`src/rtl/rsab26_pkg.sv`:
```
// ============================================================================
// rsab26_pkg
// Shared types and constants for the base-26 block encryptor.
// ============================================================================
package rsab26_pkg;

    localparam int unsigned DEF_MODULUS_BITS      = 32;
    localparam int unsigned DEF_MAX_BLOCK_LETTERS = 6;

    localparam int unsigned PLAIN_W  = 29;
    localparam int unsigned CIPHER_W = 32;
    localparam int unsigned CHAR_W   = 8;
    localparam int unsigned CFG_W    = 32;
    localparam int unsigned LEN_W    = 3;
    localparam int unsigned IDX_W    = 2;

    localparam logic [IDX_W-1:0] REG_MODULUS  = 2'd0;
    localparam logic [IDX_W-1:0] REG_EXPONENT = 2'd1;
    localparam logic [IDX_W-1:0] REG_BLOCKLEN = 2'd2;

    localparam logic [CHAR_W-1:0] CHAR_SPACE = 8'h20;
    localparam logic [CHAR_W-1:0] CHAR_A     = 8'd65;
    localparam logic [CHAR_W-1:0] RADIX      = 8'd26;

    localparam logic [CFG_W-1:0]   RST_MODULUS  = 32'd3233;
    localparam logic [CFG_W-1:0]   RST_EXPONENT = 32'd17;
    localparam logic [LEN_W-1:0]   RST_BLOCKLEN = 3'd2;

    // Datapath operations.
    typedef enum logic [2:0] {
        OP_NONE,
        OP_LOAD,      // load base, exponent and product = 1 mod n
        OP_MUL_PROD,  // start product * square
        OP_MUL_SQR,   // start square * square
        OP_SHIFT      // drop one exponent bit
    } op_t;

    // Controller to datapath command.
    typedef struct packed {
        op_t op;
    } dp_cmd_t;

    // Datapath to controller status.
    typedef struct packed {
        logic mod_busy;
        logic exp_zero;
        logic exp_lsb;
    } dp_stat_t;

endpackage

```
`src/rtl/rsab26_modmul.sv`:
```
// ============================================================================
// rsab26_modmul
// Multi-cycle modular multiplier: registered product, then a restoring
// remainder reduction of one bit per cycle.
// ============================================================================
module rsab26_modmul #(
    parameter int unsigned MODULUS_BITS = 32,
    parameter int unsigned A_W          = 32
) (
    input  logic                    aclk,
    input  logic                    aresetn,
    input  logic                    start,
    input  logic [A_W-1:0]          op_a,
    input  logic [MODULUS_BITS-1:0] op_b,
    input  logic [MODULUS_BITS-1:0] modulus,
    output logic                    busy,
    output logic [MODULUS_BITS-1:0] result
);
    localparam int unsigned PW = A_W + MODULUS_BITS;
    localparam int unsigned CW = $clog2(PW + 1);

    logic [PW-1:0]           prod_reg, prod_next;
    logic [MODULUS_BITS:0]   rem_reg, rem_next;
    logic [CW-1:0]           cnt_reg, cnt_next;
    logic                    mul_reg, mul_next;
    logic                    busy_reg, busy_next;
    logic [MODULUS_BITS+1:0] trial;

    // Shift in the next product bit and subtract the modulus when it fits.
    always_comb begin
        prod_next = prod_reg;
        rem_next  = rem_reg;
        cnt_next  = cnt_reg;
        mul_next  = 1'b0;
        busy_next = busy_reg;
        trial     = {rem_reg, prod_reg[PW-1]};
        if (start) begin
            prod_next = PW'(op_a) * PW'(op_b);
            mul_next  = 1'b1;
            busy_next = 1'b1;
            rem_next  = '0;
            cnt_next  = CW'(PW);
        end else if (busy_reg && !mul_reg) begin
            if (cnt_reg == '0) begin
                busy_next = 1'b0;
            end else begin
                prod_next = {prod_reg[PW-2:0], 1'b0};
                cnt_next  = cnt_reg - 1'b1;
                if (trial >= {2'b00, modulus}) begin
                    rem_next = (MODULUS_BITS+1)'(trial - {2'b00, modulus});
                end else begin
                    rem_next = (MODULUS_BITS+1)'(trial);
                end
            end
        end
    end

    always_ff @(posedge aclk) begin
        if (!aresetn) begin
            busy_reg <= 1'b0;
            mul_reg  <= 1'b0;
        end else begin
            busy_reg <= busy_next;
            mul_reg  <= mul_next;
        end
        prod_reg <= prod_next;
        rem_reg  <= rem_next;
        cnt_reg  <= cnt_next;
    end

    assign busy   = busy_reg;
    assign result = rem_reg[MODULUS_BITS-1:0];

endmodule

```
`src/rtl/rsab26_datapath.sv`:
```
// ============================================================================
// rsab26_datapath
// Holds the exponentiation registers and the shared modular multiplier.
// ============================================================================
module rsab26_datapath #(
    parameter int unsigned MODULUS_BITS = 32
) (
    input  logic                              aclk,
    input  logic                              aresetn,
    input  rsab26_pkg::dp_cmd_t               cmd,
    input  logic [rsab26_pkg::PLAIN_W-1:0]    base,
    input  logic [rsab26_pkg::CFG_W-1:0]      exponent,
    input  logic [MODULUS_BITS-1:0]           modulus,
    output rsab26_pkg::dp_stat_t              stat,
    output logic [rsab26_pkg::CIPHER_W-1:0]   cipher
);
    import rsab26_pkg::*;

    localparam int unsigned MB = MODULUS_BITS;
    // The first operand must hold a whole plain block as well as a residue.
    localparam int unsigned AW = (MB > PLAIN_W) ? MB : PLAIN_W;

    logic [MB-1:0]    prod_reg, prod_next;
    logic [MB-1:0]    sqr_reg, sqr_next;
    logic [CFG_W-1:0] exp_reg, exp_next;
    logic [1:0]       dst_reg, dst_next;   // bit0: product, bit1: square
    logic             mm_start, mm_busy, mm_busy_q;
    logic [AW-1:0]    mm_a;
    logic [MB-1:0]    mm_b, mm_res;
    logic [MB-1:0]    one_mod;

    // One mod n is zero only when n is one; n of zero is handled the same.
    assign one_mod = (modulus <= MB'(1)) ? '0 : MB'(1);

    assign mm_start = (cmd.op == OP_MUL_PROD) || (cmd.op == OP_MUL_SQR) ||
                      (cmd.op == OP_LOAD);
    assign mm_a = (cmd.op == OP_LOAD) ? AW'(base) :
                  (cmd.op == OP_MUL_PROD) ? AW'(prod_reg) : AW'(sqr_reg);
    assign mm_b = (cmd.op == OP_LOAD) ? MB'(1) : sqr_reg;

    rsab26_modmul #(.MODULUS_BITS(MB), .A_W(AW)) u_modmul (
        .aclk    (aclk),
        .aresetn (aresetn),
        .start   (mm_start),
        .op_a    (mm_a),
        .op_b    (mm_b),
        .modulus (modulus),
        .busy    (mm_busy),
        .result  (mm_res)
    );

    // Commands update the exponent; multiplier results land on completion.
    always_comb begin
        prod_next = prod_reg;
        sqr_next  = sqr_reg;
        exp_next  = exp_reg;
        dst_next  = dst_reg;
        unique case (cmd.op)
            OP_LOAD: begin
                prod_next = one_mod;
                exp_next  = exponent;
                dst_next  = 2'b10;
            end
            OP_MUL_PROD: dst_next = 2'b01;
            OP_MUL_SQR:  dst_next = 2'b10;
            OP_SHIFT:    exp_next = exp_reg >> 1;
            default: ;
        endcase
        if (mm_busy_q && !mm_busy) begin
            if (dst_reg[0]) prod_next = mm_res;
            if (dst_reg[1]) sqr_next  = mm_res;
        end
    end

    always_ff @(posedge aclk) begin
        if (!aresetn) begin
            mm_busy_q <= 1'b0;
            dst_reg   <= '0;
        end else begin
            mm_busy_q <= mm_busy;
            dst_reg   <= dst_next;
        end
        prod_reg <= prod_next;
        sqr_reg  <= sqr_next;
        exp_reg  <= exp_next;
    end

    // Modulus zero gives zero; any other case the product register.
    assign stat.mod_busy = mm_busy || mm_start;
    assign stat.exp_zero = (exp_reg == '0);
    assign stat.exp_lsb  = exp_reg[0];
    assign cipher = (modulus == '0) ? '0 : CIPHER_W'(prod_reg);

endmodule

```
`src/rtl/rsab26_ctrl.sv`:
```
// ============================================================================
// rsab26_ctrl
// Controller: character parsing, block packing, exponentiation sequencing
// and the output word register.
// ============================================================================
module rsab26_ctrl #(
    parameter int unsigned MAX_BLOCK_LETTERS = 6
) (
    input  logic                              aclk,
    input  logic                              aresetn,
    input  logic                              in_valid,
    output logic                              in_ready,
    input  logic [rsab26_pkg::CHAR_W-1:0]     in_char,
    input  logic                              in_last,
    input  logic [rsab26_pkg::LEN_W-1:0]      block_length,
    output rsab26_pkg::dp_cmd_t               cmd,
    input  rsab26_pkg::dp_stat_t              stat,
    output logic [rsab26_pkg::PLAIN_W-1:0]    base,
    input  logic [rsab26_pkg::CIPHER_W-1:0]   cipher,
    output logic                              out_valid,
    input  logic                              out_ready,
    output logic [rsab26_pkg::PLAIN_W-1:0]    out_plain,
    output logic [rsab26_pkg::CIPHER_W-1:0]   out_cipher,
    output logic                              out_bad
);
    import rsab26_pkg::*;

    typedef enum logic [2:0] {
        S_IDLE, S_LOAD, S_TEST, S_WAIT_P, S_SQR, S_WAIT_S, S_SHIFT, S_DONE
    } state_t;

    state_t               state_reg, state_next;
    logic [PLAIN_W-1:0]   acc_reg, acc_next;
    logic [LEN_W-1:0]     cnt_reg, cnt_next;
    logic                 ov_reg, ov_next;
    logic [PLAIN_W-1:0]   op_reg, op_next;
    logic [CIPHER_W-1:0]  oc_reg, oc_next;
    logic                 ob_reg, ob_next;
    op_t                  cmd_op_reg, cmd_op_next;
    logic [LEN_W-1:0]     eff_len, cnt_inc;
    logic [PLAIN_W+4:0]   acc_mul;
    logic                 is_letter, accept;

    // Effective block length after clamping.
    always_comb begin
        eff_len = block_length;
        if (eff_len == '0) eff_len = LEN_W'(1);
        if (eff_len > LEN_W'(MAX_BLOCK_LETTERS)) eff_len = LEN_W'(MAX_BLOCK_LETTERS);
    end

    assign is_letter = (in_char >= CHAR_A) && (in_char < CHAR_A + RADIX);
    assign acc_mul   = (PLAIN_W+5)'(acc_reg) * (PLAIN_W+5)'(RADIX)
                     + (PLAIN_W+5)'(in_char - CHAR_A);
    assign cnt_inc   = cnt_reg + 1'b1;
    assign in_ready  = (state_reg == S_IDLE) && (!ov_reg || out_ready);
    assign accept    = in_valid && in_ready;

    always_comb begin
        state_next  = state_reg;
        acc_next    = acc_reg;
        cnt_next    = cnt_reg;
        ov_next     = ov_reg;
        op_next     = op_reg;
        oc_next     = oc_reg;
        ob_next     = ob_reg;
        cmd_op_next = OP_NONE;
        if (ov_reg && out_ready) ov_next = 1'b0;
        unique case (state_reg)
            S_IDLE: begin
                if (accept) begin
                    if (in_char == CHAR_SPACE) begin
                        if (in_last) begin
                            acc_next = '0;
                            cnt_next = '0;
                        end
                    end else if (is_letter) begin
                        acc_next = acc_mul[PLAIN_W-1:0];
                        cnt_next = cnt_inc;
                        if (cnt_inc >= eff_len) begin
                            op_next     = acc_mul[PLAIN_W-1:0];
                            cmd_op_next = OP_LOAD;
                            state_next  = S_LOAD;
                        end else if (in_last) begin
                            acc_next = '0;
                            cnt_next = '0;
                        end
                    end else begin
                        ov_next = 1'b1;
                        op_next = '0;
                        oc_next = '0;
                        ob_next = 1'b1;
                        if (in_last) begin
                            acc_next = '0;
                            cnt_next = '0;
                        end
                    end
                end
            end
            S_LOAD: if (!stat.mod_busy) state_next = S_TEST;
            S_TEST: begin
                if (stat.exp_zero) begin
                    state_next = S_DONE;
                end else if (stat.exp_lsb) begin
                    cmd_op_next = OP_MUL_PROD;
                    state_next  = S_WAIT_P;
                end else begin
                    cmd_op_next = OP_MUL_SQR;
                    state_next  = S_WAIT_S;
                end
            end
            S_WAIT_P: if (!stat.mod_busy) state_next = S_SQR;
            S_SQR: begin
                cmd_op_next = OP_MUL_SQR;
                state_next  = S_WAIT_S;
            end
            S_WAIT_S: begin
                if (!stat.mod_busy) begin
                    cmd_op_next = OP_SHIFT;
                    state_next  = S_SHIFT;
                end
            end
            // The exponent shifts at the end of this cycle, before the next test.
            S_SHIFT: state_next = S_TEST;
            S_DONE: begin
                if (!ov_reg || out_ready) begin
                    ov_next    = 1'b1;
                    oc_next    = cipher;
                    ob_next    = 1'b0;
                    acc_next   = '0;
                    cnt_next   = '0;
                    state_next = S_IDLE;
                end
            end
            default: state_next = S_IDLE;
        endcase
    end

    // State, packing registers, the command register and the output word.
    always_ff @(posedge aclk) begin
        if (!aresetn) begin
            state_reg  <= S_IDLE;
            acc_reg    <= '0;
            cnt_reg    <= '0;
            ov_reg     <= 1'b0;
            cmd_op_reg <= OP_NONE;
        end else begin
            state_reg  <= state_next;
            acc_reg    <= acc_next;
            cnt_reg    <= cnt_next;
            ov_reg     <= ov_next;
            cmd_op_reg <= cmd_op_next;
        end
        op_reg <= op_next;
        oc_reg <= oc_next;
        ob_reg <= ob_next;
    end

    assign cmd.op     = cmd_op_reg;
    assign base       = op_reg;
    assign out_valid  = ov_reg;
    assign out_plain  = op_reg;
    assign out_cipher = oc_reg;
    assign out_bad    = ob_reg;

    a_bad_zero: assert property (@(posedge aclk) disable iff (!aresetn)
        out_valid && out_bad |-> out_plain == '0 && out_cipher == '0)
        else $error("bad word carries data");
    a_busy_no_ready: assert property (@(posedge aclk) disable iff (!aresetn)
        state_reg != S_IDLE |-> !in_ready)
        else $error("ready during exponentiation");
    a_cnt_range: assert property (@(posedge aclk) disable iff (!aresetn)
        cnt_reg <= LEN_W'(MAX_BLOCK_LETTERS))
        else $error("letter count out of range");
    a_out_hold: assert property (@(posedge aclk) disable iff (!aresetn)
        out_valid && !out_ready |=> out_valid && $stable(out_cipher))
        else $error("result word dropped");

endmodule

```
`src/rtl/rsa_base26_block_encryptor.sv`:
```
// ============================================================================
// rsa_base26_block_encryptor
// Packs letters into base-26 blocks and encrypts each block by
// right-to-left square-and-multiply modulo a configured modulus.
// ============================================================================
// Channel  | Ports               | Contents
// ---------+---------------------+------------------------------------------
// input    | s_tvalid/tready     | tdata = character, tlast = end_of_message
// output   | m_tvalid/tready     | tdata = plain_block, cipher_block; tuser = bad
// config   | cfg_we/idx/data     | 0 modulus, 1 public_exponent, 2 block_length
//
// Letters and spaces are taken only in the idle state. A completing letter
// starts an exponentiation: each multiply is a product followed by a
// one-bit-per-cycle reduction over the product width. A set exponent bit costs
// a product multiply and a square, a clear one only a square.
// Reset is synchronous and active low. The result word waits in an output
// register; a stalled output blocks new input only when that register is full.
module rsa_base26_block_encryptor #(
    parameter int unsigned MODULUS_BITS      = rsab26_pkg::DEF_MODULUS_BITS,
    parameter int unsigned MAX_BLOCK_LETTERS = rsab26_pkg::DEF_MAX_BLOCK_LETTERS
) (
    input  logic                        aclk,
    input  logic                        aresetn,
    input  logic                        s_tvalid,
    output logic                        s_tready,
    input  logic [7:0]                  s_tdata,   // [7:0] character
    input  logic                        s_tlast,
    output logic                        m_tvalid,
    input  logic                        m_tready,
    output logic [63:0]                 m_tdata,   // [28:0] plain, [60:29] cipher
    output logic                        m_tuser,   // [0] bad_character
    input  logic                        cfg_we,
    input  logic [rsab26_pkg::IDX_W-1:0] cfg_idx,
    input  logic [rsab26_pkg::CFG_W-1:0] cfg_data
);
    import rsab26_pkg::*;

    logic [CFG_W-1:0]   mod_reg, exp_reg;
    logic [LEN_W-1:0]   len_reg;
    dp_cmd_t            cmd;
    dp_stat_t           stat;
    logic [PLAIN_W-1:0] base, plain;
    logic [CIPHER_W-1:0] cipher, cipher_o;

    // Configuration registers.
    always_ff @(posedge aclk) begin
        if (!aresetn) begin
            mod_reg <= RST_MODULUS;
            exp_reg <= RST_EXPONENT;
            len_reg <= RST_BLOCKLEN;
        end else if (cfg_we) begin
            unique case (cfg_idx)
                REG_MODULUS:  mod_reg <= cfg_data;
                REG_EXPONENT: exp_reg <= cfg_data;
                REG_BLOCKLEN: len_reg <= cfg_data[LEN_W-1:0];
                default: ;
            endcase
        end
    end

    rsab26_ctrl #(.MAX_BLOCK_LETTERS(MAX_BLOCK_LETTERS)) u_ctrl (
        .aclk (aclk), .aresetn (aresetn),
        .in_valid (s_tvalid), .in_ready (s_tready),
        .in_char (s_tdata), .in_last (s_tlast),
        .block_length (len_reg),
        .cmd (cmd), .stat (stat), .base (base), .cipher (cipher),
        .out_valid (m_tvalid), .out_ready (m_tready),
        .out_plain (plain), .out_cipher (cipher_o), .out_bad (m_tuser)
    );

    rsab26_datapath #(.MODULUS_BITS(MODULUS_BITS)) u_dp (
        .aclk (aclk), .aresetn (aresetn),
        .cmd (cmd), .base (base), .exponent (exp_reg),
        .modulus (mod_reg[MODULUS_BITS-1:0]),
        .stat (stat), .cipher (cipher)
    );

    assign m_tdata = {3'b000, cipher_o, plain};

endmodule
```
`config.mk`:
```
export PLATFORM = sky130hd
export DESIGN_NAME = rsa_base26_block_encryptor
export DESIGN_NICKNAME = d
export VERILOG_FILES = /design/src/rtl/rsab26_pkg.sv /design/src/rtl/rsab26_modmul.sv /design/src/rtl/rsab26_datapath.sv /design/src/rtl/rsab26_ctrl.sv /design/src/rtl/rsa_base26_block_encryptor.sv
export SDC_FILE = /design/constraint.sdc
export NUM_CORES = 2
export LEC_CHECK = 0
export BUFFER_PORTS_ARGS = -buffer_cell sky130_fd_sc_hd__buf_2
export CAP_MARGIN = 20
export CELL_PAD_IN_SITES_DETAIL_PLACEMENT = 0
export CELL_PAD_IN_SITES_GLOBAL_PLACEMENT = 2
export CORE_MARGIN = 5
export CORE_UTILIZATION = 38
export CTS_CLUSTER_SIZE = 24
export DETAILED_ROUTE_END_ITERATION = 8
export GPL_TIMING_DRIVEN = 0
export PLACE_DENSITY = 0.79
export SETUP_SLACK_MARGIN = 0.15
export SLEW_MARGIN = 30
export SYNTH_ARGS = -nofsm -noshare
export SYNTH_HDL_FRONTEND = slang
export SYNTH_SLANG_ARGS = --single-unit
export TNS_END_PERCENT = 50
```
`constraint.sdc`:
```
create_clock -name aclk -period 8.3 [get_ports aclk]
set_input_delay 0.415 -clock aclk [delete_from_list [all_inputs] [get_ports aclk]]
set_output_delay 0.415 -clock aclk [all_outputs]
set_load 0.05 [all_outputs]
```
# After elaboration in Yosys (flattened, before gate mapping)
# Cells that the tools add are included.
[word_totals] reg_bits=373 latchBits=0 ram_bits=0 romBits=0 in_bits=48 output_inout_bits=67 mem_count=0
[classes] addsub=5 n_mul=2 n_div=0 magnitude_cmp=6 eq_ne=25 n_shift=0 n_mux=71 bitwise_logic=2 n_reduce_logical=36
[ops] op="32-bit two-way mux" n=11
[ops] op="29-bit two-way mux" n=8
[ops] op="64-bit two-way mux" n=3
[ops] op="32-bit case mux with 2 select lines" n=2
[ops] op="3-bit two-way mux" n=23
[ops] op="32-bit logical NOT" n=2
[ops] op="32-bit by 32-bit multiplier with 64-bit output" n=1
[ops] op="29-bit case mux with 2 select lines" n=1
[ops] op="34-bit by 32-bit >= comparator with 1-bit output" n=1
[ops] op="33-bit two-way mux" n=1
[ops] op="33-bit by 32-bit subtractor with 33-bit output" n=1
[ops] op="32-bit by 1-bit less-or-equal comparator with 1-bit output, second input constant" n=1
[ops] op="29-bit adder" n=1
[ops] op="29-bit by 4-bit multiplier with 28-bit output, second input constant" n=1
[ops] op="3-bit case mux with 8 select lines" n=1
[ops] op="1-bit two-way mux" n=16
[ops] op="3-bit equality test, second input constant" n=5
[ops] op="2-bit != test, second input constant" n=7
[ops] op="2-bit AND reduction" n=7
[ops] op="3-bit by 2-bit equality test with 1-bit output, second input constant" n=4
[ops] op="3-bit case mux with 4 select lines" n=1
[ops] op="2-bit nonzero test" n=5
[ops] op="8-bit by 7-bit subtractor with 9-bit output, second input constant" n=1
[ops] op="8-bit by 6-bit equality test with 1-bit output, second input constant" n=1
[ops] op="25 further kinds" n=42

# Logic depth before layout (Yosys ltp)
[depth] ltp_word=10 mapped_depth=36 mapped_depth_nobuf=30

# Cells and area by module
# From an unflattened synthesis, not the netlist that was laid out.
[hier_totals] cells_unflattened=5981 hier_area_um2=55525.8
[modules_own_cells] mod="rsab26_modmul" n_inst=1 cells_per_inst=4433 area_each_um2=40203.6 seq_area_each_um2=2762.6
[modules_own_cells] mod="rsab26_ctrl" n_inst=1 cells_per_inst=892 area_each_um2=8015.2 seq_area_each_um2=2622.5
[modules_own_cells] mod="rsab26_datapath" n_inst=1 cells_per_inst=391 area_each_um2=4697.0 seq_area_each_um2=2622.5
[modules_own_cells] mod="rsa_base26_block_encryptor" n_inst=1 cells_per_inst=265 area_each_um2=2610.0 seq_area_each_um2=1341.3

# Least setup slack after synthesis
# OpenSTA, ideal clock, no wires.
[synth_timing] kind="reg-to-reg" start="reg u_ctrl.cmd_op_reg[2], in the netlist u_ctrl.cmd[2]" end="reg u_dp.u_modmul.prod_reg[60] (data pin)" setup_ns=0.265 arrival_time_ns=8.618 required_ns=8.035 slack_ns=-0.583 stages_incl_launch_ff=34 path_buffers=5 synth_period_minus_slack_ns=8.883 path_cell_list="dfxtp_1 nand2b_1 or2_2 clkbuf_1 clkbuf_1 buf_1 mux2i_1 clkbuf_1 nor2_1 fa_1 inv_1 fa_1 inv_1 fa_1 fa_1 fa_1 fa_1 fa_1 inv_1 fa_1 inv_1 ha_1 clkbuf_1 a21oi_1 o211ai_1 a41oi_1 o21ai_0 a221oi_1 o41ai_2 and2_1 a41o_1 a41oi_1 xor2_1 o21ai_1"
[synth_between] elab_chain_len=5 word_cells_on_any_way=10
[synth_rtl] item="start, declared" line_no="rsab26_ctrl.sv:39" source="op_t cmd_op_reg, cmd_op_next;"
[synth_rtl] item="start signal, assigned" line_no="rsab26_ctrl.sv:151" source="cmd_op_reg <= cmd_op_next;"
[synth_rtl] item="3-bit by 2-bit equality test with 1-bit output" line_no="rsab26_datapath.sv:35, rsab26_datapath.sv:38"
[synth_rtl] item="32-bit two-way mux" line_no="rsab26_datapath.sv:38" source="(cmd.op == OP_MUL_PROD) ? AW'(prod_reg) : AW'(sqr_reg);"
[synth_rtl] item="32-bit two-way mux" line_no="rsab26_datapath.sv:37" source="assign mm_a = (cmd.op == OP_LOAD) ? AW'(base) :"
[synth_rtl] item="32-bit by 32-bit multiplier with 64-bit output" line_no="rsab26_modmul.sv:38" source="prod_next = PW'(op_a) * PW'(op_b);"
[synth_rtl] item="64-bit two-way mux *" line_no="rsab26_modmul.sv:37" source="if (start) begin"
[synth_rtl] item="net u_dp.u_modmul.prod_next[60]" line_no="rsab26_modmul.sv:22" source="logic [PW-1:0] prod_reg, prod_next;"
[synth_rtl] item="end signal, assigned" line_no="rsab26_modmul.sv:66" source="prod_reg <= prod_next;"
[synth_rtl] item="end, declared" line_no="rsab26_modmul.sv:22"
# Mark *: on every way through the listed nets, which the timed path passes. The rest lies on a longest branch.
# A chain may end at the register's enable or synchronous reset.

# Worst setup path after layout
[layout_timing] start="reg u_ctrl.cmd_op_reg[2], in the netlist u_ctrl.cmd[2]" end="reg u_dp.u_modmul.prod_reg[58] (data pin)"
# The elaborated chain is that of the path after synthesis.

==> key figures <==
Drt
  • Vias post-DR: 43.17k
  • Routed WL per cell: 25.48 µm
  • Via density per instance: 5.331
  • First drt pass iteration count: 8
  • Number of remaining DRC errors: 0
  • Starting DRT DRC Count: between 4k and 5k
  • WL final: just over 200000 µm
  • Post-route ant nets: 0

Critical path
  • Max stage delay cell, worst path: fa_1
  • Crit Path Category: flop to flop
  • Crit end category: flop
  • Req. time, crit path: 8.68 ns
  • Slowest stage delay, CP: about 0.6 ns
  • WP data arrival: 9.14 ns
  • Reg2reg start: u_ctrl.cmd[2]$_SDFF_PN0_
  • Most frequent CP cell: fa_1
  • Worst setup path start: u_ctrl.cmd[2]$_SDFF_PN0_
  • Max FO, Critical Path: 10
  • Crit path launch type: flop

STA
  • Max-Slew Margin vs Limit: 30.76%
  • Post-route setup slack: -0.4576 ns
  • RSZ-0062 raised after global routing: yes
  • Final setup vio count: 25
  • Clock Skews: 0.03895 ns
  • Fmax: 114.2 MHz
  • Period utilization: 105.5%
  • Least-Margin Pin Slew: 1.039 ns
  • Final min period: 8.758 ns
  • Endpoints failing hold: 0
  • Final Slew Violations: 0

Worst hold path
  • Hold WC Path Type: primary input to flop
  • Hold Startpoint: cfg_data[29]

Yosys
  • YS warnings: 0
  • Post-synth EDFFs: 190
  • Yosys cell types: 76
  • Ys async rst share: 0%
  • Count leader, synth: inv_1
  • Post-Syn Area per Cell: 8.965 µm²
  • XOR/XNOR share of the synthesized area: roughly 2.3%
  • Largest family of logic cells by synthesized area: adder cells
  • Cell taking the most area after synthesis: fa_1
  • Synth top area cells: fa_1, edfxtp_1, ha_1
  • Post-Synth Adder-Cell Area: between 40% and 50%
  • Seq cells post-synth: around 370
  • Cell area after synthesis: 52590 µm²
  • List of most frequent post-synthesis cells: inv_1, fa_1, nand2_1
  • Post-synth top flop: edfxtp_1
  • Post-synthesis simple-gate area fraction: between 10% and 20%
  • Post-Synthesis Cells: 5866
  • Seq/Total Area, Yosys: roughly 18%
  • Share of the synthesized area in the top cell type: a little over a third
  • Post-synthesis mux area share: 1.675%
  • Post-synthesis compound-gate area fraction: 9.146%

Pwr
  • Final total power: around 17 mW
  • Sw frac: 48.27%
  • IR drop worst, VDD: 376.9 µV
  • PD cells: ~270 nW/µm²
  • Psw: around 8 mW
  • Sequential power share: 14.4%
  • Pint: 8.690 mW
  • P_leak: 29.78 nW
  • Clk network pwr share: 13.1%
  • Combinational Power Share: 72.5%

Layout
  • Layout Nets: 7613
  • Synthesis-to-layout area growth: 20.51%
  • Max reg flops: 64
  • Share of cells above drive strength 1: 15.55%

Outcome
  • Outcome: finished with violations
  • Violated checks: negative setup slack

Place
  • Dpl hpwl: around 170000 µm
  • Pre-CTS setup slack: -3.088 ns
  • PortBufs: 111
  • Gpl congestion: between 0.9 and 1

Die
  • Die H: 382.0 µm
  • Die ar.: 145900 µm²
  • Chip Width: ~380 µm
  • Starting Density: 38.25%
  • I/O Pins: 115
  • # rows: 136
  • Area of the core: 137500 µm²

Clock network
  • CTS Sinks: 372
  • Reg clk slew, reported paths: ~0.060 ns
  • Htree depth: 2
  • CTS tree: done
  • Root Driver: clkbuf_16
  • Worst-skew pair later-pin latency: around 0.67 ns
  • Cts bufs inserted: 47
  • Clock Path Buffers: 3

GRT
  • Number of global-route vias before repair: ~45k
  • First-pass GRT wire length: 303200 µm
  • GR Overflow Total: 0
  • GRT Total Usage: around 28%
  • Antenna violations before repair: 10
  • Largest net degree at the start of global routing: 41

Run
  • Maxcap violations: 0
## cell type report
| class | count | area (µm²) |
|---|---|---|
| flip-flops and latches | 372 | 9360 |
| clock buffers | 57 | 1309 |
| fillers | 13400 | 74110 |
| well taps | 1794 | 2245 |
| repair buffers | 347 | 2786 |
| multi-input cells | 4163 | 40370 |
| inverters | 1027 | 3855 |
| clock inverters | 31 | 347.8 |
| plain buffers | 304 | 3097 |
| diodes | 3 | 7.507 |
## per-stage QoR
step                std cells  hold slack [ns]  setup TNS, ns  cell area [µm²]  utilization [%]
finish                   8098          0.03449         -6.380            63380            46.10
CTS                      8062        0.0005176         -5.569            62780            45.66
global route             8096          0.01691         -13.58            63370            46.09
floorplan                5868           0.4250              0            53020                -
global placement         7773           0.4442        -124.22            55820            40.60
detailed placement       7780           0.4485         -88.16            56050            40.77
## worst paths after layout
path	cells past startpoint	to	slack, ns
worst max-delay path	31	u_dp.u_modmul.prod_reg[58]$_DFFE_PP_	-0.46
worst max register to register	31	u_dp.u_modmul.prod_reg[58]$_DFFE_PP_	-0.46
worst min-delay path	3	exp_reg[29]$_SDFFE_PN0P_	0.03
worst min register to register	2	u_ctrl.acc_reg[26]$_SDFFE_PN0P_	0.46
## critical path, delay by kind of cell, from the launching register on
kind | cells | cell delay, ns
buffers and inverters | 6 | 1.14
xor gates and xnor gates | 1 | 0.15
DFF | 1 | 0.37
and+or+nand+nor | 6 | 0.90
AOI/OAI and AO/OA | 9 | 1.56
adders and majority gates | 9 | 4.31
## power by group through the flow
stage | registers (mW) | clock network, mW | logic, mW
5_1_grt | 2.42 | 2.31 | 13.2
2_1_floorplan | 2.35 | 0 | 6.25
4_1_cts | 2.41 | 2.24 | 11.2
3_5_place_dp | 2.45 | 0 | 8.94
3_3_place_gp | 2.45 | 0 | 8.86
6_report | 2.42 | 2.19 | 12.2
## layer usage
layer | global-route usage [%] | share of wire (%) | routed length [µm]
met4 | 12.49 | 5.7 | 11660
met2 | 44.14 | 44 | 91130
met5 | 0 | 0.042 | 87
met1 | 37.92 | 42 | 86860
met3 | 5.519 | 8.0 | 16570
## cells in the final DEF (no fill, tap or decap), drive strengths merged, types with 35 or more instances in the layout
master  netlist  layout
nand3        42      42
a22oi        37      37
a21o         69      69
a22o         35      35
nand2       835     835
mux2i        52      52
ha          381     381
fa          922     922
edfxtp      190     190
dfxtp       182     182
o21ai       177     177
and2        149     149
nor2b        38      38
nor2        678     678
clkbuf      291     331
a21oi       165     165
inv        1027    1032
buf          15     360
a21boi       65      65
xor2         55      55
xnor2        82      82
## timing repair
action | CTS | global route
resized for setup | 772 | 116
cloned | 8 | 0
hold buffers | 17 | 0
pin swaps | 158 | 55
setup endpoints to repair | 53 | 41
setup buffers | 171 | 33
endpoints found under the hold margin | 22 | 0
## kinds of logic after synthesis
group / count (synthesis)
other: 1
DFF: 372
xor gates and xnor gates: 137
buffers and inverters: 1333
adders and majority gates: 1304
AOI/OAI and AO/OA: 734
muxes: 84
and+or+nand+nor: 1901
Power figures use the tool's default switching activity.
